==> config.mk <==
export PLATFORM = sky130hd
export DESIGN_NAME = periodic_deadline_scheduler_top_flat
export DESIGN_NICKNAME = d
export VERILOG_FILES = /design/src/pds_pkg.sv /design/src/pds_ifs.sv /design/src/periodic_deadline_scheduler_top.sv /design/src/pds_rem_unit.sv /design/src/flat_wrapper.sv
export SDC_FILE = /design/constraint.sdc
export NUM_CORES = 1
export LEC_CHECK = 0
export ABC_AREA = 1
export BUFFER_PORTS_ARGS = -buffer_cell sky130_fd_sc_hd__buf_4
export CORE_MARGIN = 4
export CORE_UTILIZATION = 60
export CTS_BUF_LIST = sky130_fd_sc_hd__clkbuf_16
export DETAILED_ROUTE_END_ITERATION = 8
export GPL_TIMING_DRIVEN = 1
export HOLD_SLACK_MARGIN = 0.12
export PLACE_DENSITY = 0.78
export SLEW_MARGIN = 5
export SYNTH_ARGS = -nofsm -noshare
export SYNTH_HDL_FRONTEND = slang
export SYNTH_SLANG_ARGS = --single-unit
==> constraint.sdc <==
create_clock -name clk -period 6.95 [get_ports clk]
set_input_delay 2.085 -clock clk [delete_from_list [all_inputs] [get_ports clk]]
set_output_delay 2.085 -clock clk [all_outputs]
set_load 0.1 [all_outputs]
==> src/pds_pkg.sv <==
// Shared types and constants of the periodic deadline scheduler.
// No dependencies; the other source files that use it refer to it by scoped names.
`default_nettype none
package pds_pkg;
	localparam int unsigned TICK_W = 32;
	localparam int unsigned CNT_W  = $clog2(TICK_W);
	localparam int unsigned APB_AW = 3;
	localparam int unsigned APB_DW = 32;

	// Register index of period_ticks (paddr[2] selects the 32-bit word).
	localparam logic REG_PERIOD = 1'b0;

	typedef logic [TICK_W-1:0] tick_t;

	// Sequencer to remainder unit.
	typedef struct packed {
		logic  start;
		tick_t dividend;
		tick_t divisor;
	} rem_ctl_t;

	// Remainder unit back to the sequencer.
	typedef struct packed {
		logic  busy;
		logic  done;
		tick_t rem;
	} rem_sts_t;
endpackage
`default_nettype wire

==> src/pds_ifs.sv <==
// Valid/ready stream interfaces of the scheduler: tick samples in, fire beats out.
// Depends on pds_pkg for the tick width.
`default_nettype none
interface pds_tick_if;
	logic               valid;
	logic               ready;
	pds_pkg::tick_t     now_ticks;

	modport source (output valid, output now_ticks, input ready);
	modport sink (input valid, input now_ticks, output ready);
endinterface

interface pds_fire_if;
	logic valid;
	logic ready;
	logic fire;

	modport source (output valid, output fire, input ready);
	modport sink (input valid, input fire, output ready);
endinterface
`default_nettype wire

==> src/periodic_deadline_scheduler_top.sv <==
// Periodic deadline scheduler. Each beat on tick_in carries the free-running
// 32-bit tick count; each produces exactly one beat on fire_out telling whether
// an update is due. With period_ticks (APB byte address 0) at zero every beat
// fires and the sample becomes the stored update time. Otherwise the elapsed
// time now - last (mod 2^32) is checked: below one period the stored time stays,
// below two periods the stored time advances by one period, and at two or more
// periods it is realigned to its old phase using now mod period and last mod
// period. On the idle, continuous and one-period paths ST_EVAL sets
// fire_out.valid once the output register is free, and the sequencer then
// returns to ST_IDLE for the next sample. Realignment runs both remainders
// through one shared restoring remainder unit, one bit per cycle: each remainder
// takes a launch, a load, one shift per dividend bit and a done strobe, between
// the decision in ST_EVAL and the fix-up in ST_FIX that sets fire_out.valid.
// A stalled fire_out holds the sequencer in ST_EVAL or ST_FIX. tick_in is ready
// only while the sequencer is idle; a finished fire beat waits in its own output
// register, so the next sample can be taken while it is still pending.
`default_nettype none
module periodic_deadline_scheduler_top (
	input  wire                              clk,
	input  wire                              arst_n,
	input  wire                              psel,
	input  wire                              penable,
	input  wire                              pwrite,
	input  wire [pds_pkg::APB_AW-1:0]        paddr,
	input  wire [pds_pkg::APB_DW-1:0]        pwdata,
	output logic [pds_pkg::APB_DW-1:0]       prdata,
	output logic                             pready,
	pds_tick_if.sink                         tick_in,
	pds_fire_if.source                       fire_out
);
	typedef enum logic [2:0] {
		ST_IDLE,
		ST_EVAL,
		ST_REM_NOW,
		ST_REM_LAST,
		ST_FIX
	} state_t;

	state_t              state_q;
	pds_pkg::tick_t      period_q;
	pds_pkg::tick_t      last_q;
	pds_pkg::tick_t      now_q;
	pds_pkg::tick_t      rem_now_q;
	pds_pkg::tick_t      align_q;
	logic                start_q;
	logic                sel_last_q;
	logic                out_valid_q;
	logic                fire_q;

	pds_pkg::rem_ctl_t   rem_ctl;
	pds_pkg::rem_sts_t   rem_sts;

	pds_pkg::tick_t      elapsed;
	logic                below_one;
	logic                at_two;
	logic                out_free;
	logic                cfg_wr;

	// ---------------------------------------------------------------
	// Configuration port: single word, pready tied high.
	// ---------------------------------------------------------------
	assign pready = 1'b1;
	assign cfg_wr = psel && penable && pwrite && pready;
	assign prdata = (paddr[2] == pds_pkg::REG_PERIOD) ? period_q : '0;

	always_ff @(posedge clk or negedge arst_n) begin
		if (!arst_n) begin
			period_q <= '0;
		end else if (cfg_wr && (paddr[2] == pds_pkg::REG_PERIOD)) begin
			period_q <= pwdata;
		end
	end

	// ---------------------------------------------------------------
	// Decision datapath: elapsed time and the one/two period tests.
	// The two-period compare runs at 33 bits so 2*period cannot wrap.
	// ---------------------------------------------------------------
	assign elapsed   = now_q - last_q;
	assign below_one = elapsed < period_q;
	assign at_two    = {1'b0, elapsed} >= {period_q, 1'b0};

	// Output slot is free when empty or being drained this cycle.
	assign out_free = !out_valid_q || fire_out.ready;

	assign tick_in.ready  = (state_q == ST_IDLE);
	assign fire_out.valid = out_valid_q;
	assign fire_out.fire  = fire_q;

	// Shared remainder unit: first pass on now, second on last.
	assign rem_ctl.start    = start_q;
	assign rem_ctl.dividend = sel_last_q ? last_q : now_q;
	assign rem_ctl.divisor  = period_q;

	pds_rem_unit u_rem (
		.clk    (clk),
		.arst_n (arst_n),
		.ctl    (rem_ctl),
		.sts    (rem_sts)
	);

	// ---------------------------------------------------------------
	// Sequencer with its registered outputs.
	// ---------------------------------------------------------------
	always_ff @(posedge clk or negedge arst_n) begin
		if (!arst_n) begin
			state_q     <= ST_IDLE;
			last_q      <= '0;
			start_q     <= 1'b0;
			sel_last_q  <= 1'b0;
			out_valid_q <= 1'b0;
			fire_q      <= 1'b0;
		end else begin
			// Drop the pending beat once the sink takes it.
			if (out_valid_q && fire_out.ready) begin
				out_valid_q <= 1'b0;
			end
			start_q <= 1'b0;

			case (state_q)
				ST_IDLE: begin
					if (tick_in.valid) begin
						state_q <= ST_EVAL;
					end
				end
				ST_EVAL: begin
					if (period_q == '0) begin
						// Continuous mode: fire and store the sample.
						if (out_free) begin
							last_q      <= now_q;
							fire_q      <= 1'b1;
							out_valid_q <= 1'b1;
							state_q     <= ST_IDLE;
						end
					end else if (below_one) begin
						if (out_free) begin
							fire_q      <= 1'b0;
							out_valid_q <= 1'b1;
							state_q     <= ST_IDLE;
						end
					end else if (at_two) begin
						// Slipped: launch now mod period.
						start_q    <= 1'b1;
						sel_last_q <= 1'b0;
						state_q    <= ST_REM_NOW;
					end else if (out_free) begin
						last_q      <= last_q + period_q;
						fire_q      <= 1'b1;
						out_valid_q <= 1'b1;
						state_q     <= ST_IDLE;
					end
				end
				ST_REM_NOW: begin
					if (rem_sts.done) begin
						start_q    <= 1'b1;
						sel_last_q <= 1'b1;
						state_q    <= ST_REM_LAST;
					end
				end
				ST_REM_LAST: begin
					if (rem_sts.done) begin
						state_q <= ST_FIX;
					end
				end
				ST_FIX: begin
					// Step back one period if the aligned time lies past now.
					if (out_free) begin
						last_q      <= (align_q > now_q) ? (align_q - period_q) : align_q;
						fire_q      <= 1'b1;
						out_valid_q <= 1'b1;
						state_q     <= ST_IDLE;
					end
				end
				default: begin
					state_q <= ST_IDLE;
				end
			endcase
		end
	end

	// Payload registers: sample capture and realignment terms.
	always_ff @(posedge clk) begin
		if (tick_in.valid && tick_in.ready) begin
			now_q <= tick_in.now_ticks;
		end
		if ((state_q == ST_REM_NOW) && rem_sts.done) begin
			rem_now_q <= rem_sts.rem;
		end
		if ((state_q == ST_REM_LAST) && rem_sts.done) begin
			align_q <= now_q - rem_now_q + rem_sts.rem;
		end
	end
endmodule
`default_nettype wire

==> src/pds_rem_unit.sv <==
// Restoring remainder unit: one quotient bit per cycle, TICK_W shifts after the load.
// Depends on pds_pkg; driven by the scheduler sequencer.
`default_nettype none
module pds_rem_unit (
	input  wire                  clk,
	input  wire                  arst_n,
	input  pds_pkg::rem_ctl_t    ctl,
	output pds_pkg::rem_sts_t    sts
);
	localparam int unsigned W = pds_pkg::TICK_W;

	logic                          busy_q;
	logic                          done_q;
	logic [pds_pkg::CNT_W-1:0]     cnt_q;
	logic [W-1:0]                  dvd_q;
	logic [W-1:0]                  rem_q;
	logic [W-1:0]                  dsr_q;

	logic [W:0]   shifted;
	logic [W:0]   diff;
	logic [W-1:0] rem_next;

	// Shift in the next dividend bit, subtract when it fits.
	always_comb begin
		shifted  = {rem_q, dvd_q[W-1]};
		diff     = shifted - {1'b0, dsr_q};
		rem_next = diff[W] ? shifted[W-1:0] : diff[W-1:0];
	end

	always_ff @(posedge clk or negedge arst_n) begin
		if (!arst_n) begin
			busy_q <= 1'b0;
			done_q <= 1'b0;
			cnt_q  <= '0;
		end else begin
			done_q <= busy_q && (cnt_q == '0);
			if (ctl.start) begin
				busy_q <= 1'b1;
				cnt_q  <= pds_pkg::CNT_W'(W - 1);
			end else if (busy_q) begin
				if (cnt_q == '0) begin
					busy_q <= 1'b0;
				end else begin
					cnt_q <= cnt_q - pds_pkg::CNT_W'(1);
				end
			end
		end
	end

	always_ff @(posedge clk) begin
		if (ctl.start) begin
			dvd_q <= ctl.dividend;
			dsr_q <= ctl.divisor;
			rem_q <= '0;
		end else if (busy_q) begin
			dvd_q <= {dvd_q[W-2:0], 1'b0};
			rem_q <= rem_next;
		end
	end

	assign sts.busy = busy_q;
	assign sts.done = done_q;
	assign sts.rem  = rem_q;
endmodule
`default_nettype wire

==> src/flat_wrapper.sv <==
// flat-port wrapper written by rule: the top's interface ports become plain ports
module periodic_deadline_scheduler_top_flat 
  (clk, arst_n, psel, penable, pwrite, paddr, pwdata, prdata, pready, tick_in_valid, tick_in_now_ticks, tick_in_ready, fire_out_valid, fire_out_fire, fire_out_ready);
  pds_tick_if tick_in_i ();
  pds_fire_if fire_out_i ();
  input  wire clk;
  input  wire arst_n;
  input  wire psel;
  input  wire penable;
  input  wire pwrite;
  input  wire [pds_pkg::APB_AW-1:0] paddr;
  input  wire [pds_pkg::APB_DW-1:0] pwdata;
  output logic [pds_pkg::APB_DW-1:0] prdata;
  output logic pready;
  input wire logic [$bits(tick_in_i.valid)-1:0] tick_in_valid;
  input wire logic [$bits(tick_in_i.now_ticks)-1:0] tick_in_now_ticks;
  output wire logic [$bits(tick_in_i.ready)-1:0] tick_in_ready;
  output wire logic [$bits(fire_out_i.valid)-1:0] fire_out_valid;
  output wire logic [$bits(fire_out_i.fire)-1:0] fire_out_fire;
  input wire logic [$bits(fire_out_i.ready)-1:0] fire_out_ready;
  assign tick_in_i.valid = tick_in_valid;
  assign tick_in_i.now_ticks = tick_in_now_ticks;
  assign tick_in_ready = tick_in_i.ready;
  assign fire_out_valid = fire_out_i.valid;
  assign fire_out_fire = fire_out_i.fire;
  assign fire_out_i.ready = fire_out_ready;
  periodic_deadline_scheduler_top u_core (.clk(clk), .arst_n(arst_n), .psel(psel), .penable(penable), .pwrite(pwrite), .paddr(paddr), .pwdata(pwdata), .prdata(prdata), .pready(pready), .tick_in(tick_in_i), .fire_out(fire_out_i));
endmodule
==> summary.txt <==
Synthesis
  – Fraction of registers with async set/reset: 0.2889
  – Number of synthesized flops with an enable pin: 160
  – Post-Syn Instances: 3,557
  – Total number of yosys warnings: 0
  – Top cells by count, synth: nand2_1, inv_1, nor2_1
  – Synth Area per Inst: 6.934 µm²
  – Synth top area share: 0.1948
  – Post-Syn Area: 0.02466 mm²
  – Synth cell types: 51
  – Area leader, netlist: edfxtp_1
  – Synth Register Bits: 270
  – Top post-synthesis cells by area: edfxtp_1, nand2_1, ha_1, inv_1, dfrtp_1
  – Most common cell in the synthesized netlist: nand2_1
  – Ys flop type: edfxtp_1
  – Synthesized net count: 3,919
  – Sequential share of the synthesized area: 0.2999

Timing
  – Tcrit/Tclk final: 0.7646
  – Slew Viols, Final: 0
  – RSZ-0062 raised after global routing: false
  – Final Skew: between 20 and 30 ps
  – Slew @ Worst Pin: 1208 ps
  – Hold Fails Final Rpt: 0
  – Fmax: 188.2 MHz
  – Max transition margin: 0.1948
  – Final worst slack: 1636 ps
  – Minimum clock period: 5314 ps
  – Final setup violation count: 0
  – Setup TNS: 0 ps

Clock tree
  – CTS sink count: 270
  – Post-CTS Hold Buffers: 0
  – Clk root buf: clkbuf_16
  – CTS tree: yes
  – Maximum root-to-sink buffer count: 3
  – Post-CTS Setup Bufs: 0
  – Num CTS Buffers: 35
  – CTS H-tree depth: 2
  – Clk Latency, worst-skew pair: 560 ps
  – Post-CTS Resized: 0
  – Worst-path clk slew: 70 ps

GRT
  – Largest net degree at the start of global routing: 65
  – Overflow after GRT: 0
  – Number of global-route vias before repair: about 24k
  – First-pass GRT wire length: 130,800 µm
  – Antenna violations before repair: 1
  – GR Util All Layers: 0.3793

Floorplanning
  – Total core area: approximately 0.041 mm²
  – Starting density of the core: 0.6054
  – Die Ht: approximately 210 µm
  – # IOs: 110
  – Cell row count: 74
  – Die ar.: 0.04441 mm²
  – Chip width: 210.7 µm

Worst setup path
  – Crit path arrival time: roughly 5800 ps
  – Worst Reg-to-Reg Cells: 19
  – CP required: 7420 ps
  – CP max FO: 34
  – Setup CP Type: reg -> reg
  – CP Launch Type: register
  – Crit. End Element: register

Route
  – Wire per inst: 20.51 µm
  – Drt drc: 0
  – Drt first pass iters: 6
  – Avg Vias per Cell: 5.825
  – Final wirelength: between 80,000 and 90,000 µm
  – Post-DRT Antenna Nets: 0
  – Vias: 24.54k
  – Iter 0 DRT Violations: 2,617

Placed design
  – Pre-CTS worst setup slack: 1789 ps
  – Gpl congestion: 1.016
  – Port-buffer cells: roughly 110
  – HPWL Detailed: 67,790 µm
  – Placed cell area: between 0.02 and 0.03 mm²

Job
  – Max-cap violation count: 0

Layout
  – Share of layout cells above drive strength 1: 0.06547
  – Antenna Diode Count: 0
  – Fillers: approximately 3.5k
  – Cell area after layout: roughly 0.027 mm²
  – Layout Nets: 4,016
  – Synth-to-layout area growth: 10.02%

Power and ir drop
  – P_leak: ~14 nW
  – Maximum VDD drop: 0.0001711 V
  – Clk pwr share: 0.389
  – P per Cell Area: 182.3 mW/mm²
  – Reg power frac: 0.364
  – Net Sw Frac: 0.3480
  – Internal cell power: roughly 3.2 mW
  – Switching Power: 1.722 mW
  – Comb power frac: 0.247

Min path
  – Min-Delay Path Depth: 0
  – Worst hold path class: reg -> reg

Run status
  – Status: finished, final reports clean
-- logic make-up (layout without fill, tap and decap cells) --
family / count (synthesis) / after routing / synth area share
other cells: 1 / 1 / 0.0001520
fa+ha+maj: 288 / 288 / 0.1568
simple gates: 1697 / 1697 / 0.2846
compound gates: 528 / 528 / 0.1152
buf+inv: 663 / 787 / 0.1043
flops: 270 / 270 / 0.2999
xor+xnor: 110 / 110 / 0.03906
-- critical path, cell delays in order (launching register included) --
cell	delay, ps
edfxtp_1	360
inv_1	180
ha_1	280
fa_1	450
o21ai_0	530
a21oi_1	320
o21ai_0	390
xor2_1	180
ha_1	320
nand4_1	140
nor3_1	230
nand2_1	140
nor3_1	160
nand2_1	170
nand3_2	130
nand3_2	70
buf_4	290
inv_2	580
nand2_1	150
nand2_1	100
-- path summary, 6_finish.rpt --
| path | startpoint | to | slack (ps) |
|---|---|---|---|
| min | u_core.u_rem.rem_q[2]$_SDFFE_PP0P_ | u_core.rem_now_q[2]$_DFFE_PP_ | 470 |
| min in group asynchronous | arst_n | u_core.last_q[19]$_DFFE_PN0P_ | 1430 |
| max reg2reg | u_core.now_q[0]$_DFFE_PP_ | u_core.last_q[22]$_DFFE_PN0P_ | 1640 |
| max | u_core.now_q[0]$_DFFE_PP_ | u_core.last_q[22]$_DFFE_PN0P_ | 1640 |
| min reg2reg | u_core.u_rem.rem_q[2]$_SDFFE_PP0P_ | u_core.rem_now_q[2]$_DFFE_PP_ | 470 |
| max in group asynchronous | arst_n | u_core.last_q[4]$_DFFE_PN0P_ | 4360 |
-- through the flow --
step / hold WS, ps / util / instances / power, mW
after CTS: 465.0 / 0.6661 / 4213 / 4.926
after global placement: 446.2 / 0.6370 / 4149 / 2.991
after detailed placement: 457.0 / 0.6370 / 4149 / 3.021
after floorplan: 434.2 / - / 3557 / 2.655
after global routing: 489.0 / 0.6661 / 4213 / 5.142
final: 472.8 / 0.6661 / 4213 / 4.948
-- cell usage in the layout (no fill, tap or decap), drive strengths merged, types with 4 or more instances in the layout --
master,synthesis,layout
a21boi,5,5
a21o,14,14
a21oi,270,270
a31oi,7,7
buf,26,122
bufinv,0,5
clkbuf,36,36
clkinv,1,15
dfrtp,78,78
dfxtp,32,32
edfxtp,160,160
fa,35,35
ha,253,253
inv,600,609
nand2,1055,1055
nand3,215,215
nand3b,12,12
nand4,35,35
nor2,331,331
nor3,35,35
nor4,8,8
o21a,13,13
o21ai,184,184
o21bai,22,22
o221ai,4,4
xnor2,39,39
xor2,71,71
-- state kept, by name, summed over array words and instances, names as in the netlist, 5 cells and up --
signal / count
u_core.u_rem.dvd_q: 32
u_core.align_q: 32
u_core.u_rem.dsr_q: 32
u_core.u_rem.rem_q: 32
u_core.last_q: 32
u_core.rem_now_q: 32
u_core.period_q: 32
u_core.u_rem.cnt_q: 5
u_core.now_q: 32
-- layer usage --
metal	track usage	routed length, µm	up-vias
met5	0	11	-
met4	0.1621	4318	2
met3	0.07233	7918	222
met2	0.6294	39820	1181
met1	0.4880	34320	11498
li1	-	-	11638
-- layout make-up --
class	count	area [µm²]	share of cell area
multi-input cells	2624	14720	0.5424
flip-flops and latches	270	7398	0.2727
well taps	532	665.6	0.02453
inverters	601	2256	0.08314
clock inverters	28	281.5	0.01037
clock buffers	36	900.9	0.03320
repair buffers	122	915.9	0.03375
-- power by group through the flow --
stage | registers, mW | clock network [mW] | logic [mW]
after floorplan | 1.79 | 0 | 0.868
after global placement | 1.83 | 0 | 1.17
after detailed placement | 1.83 | 0 | 1.19
after CTS | 1.79 | 1.93 | 1.20
after global routing | 1.80 | 2.00 | 1.34
final | 1.80 | 1.93 | 1.22
No activity file was read; power rests on OpenSTA's default activity.
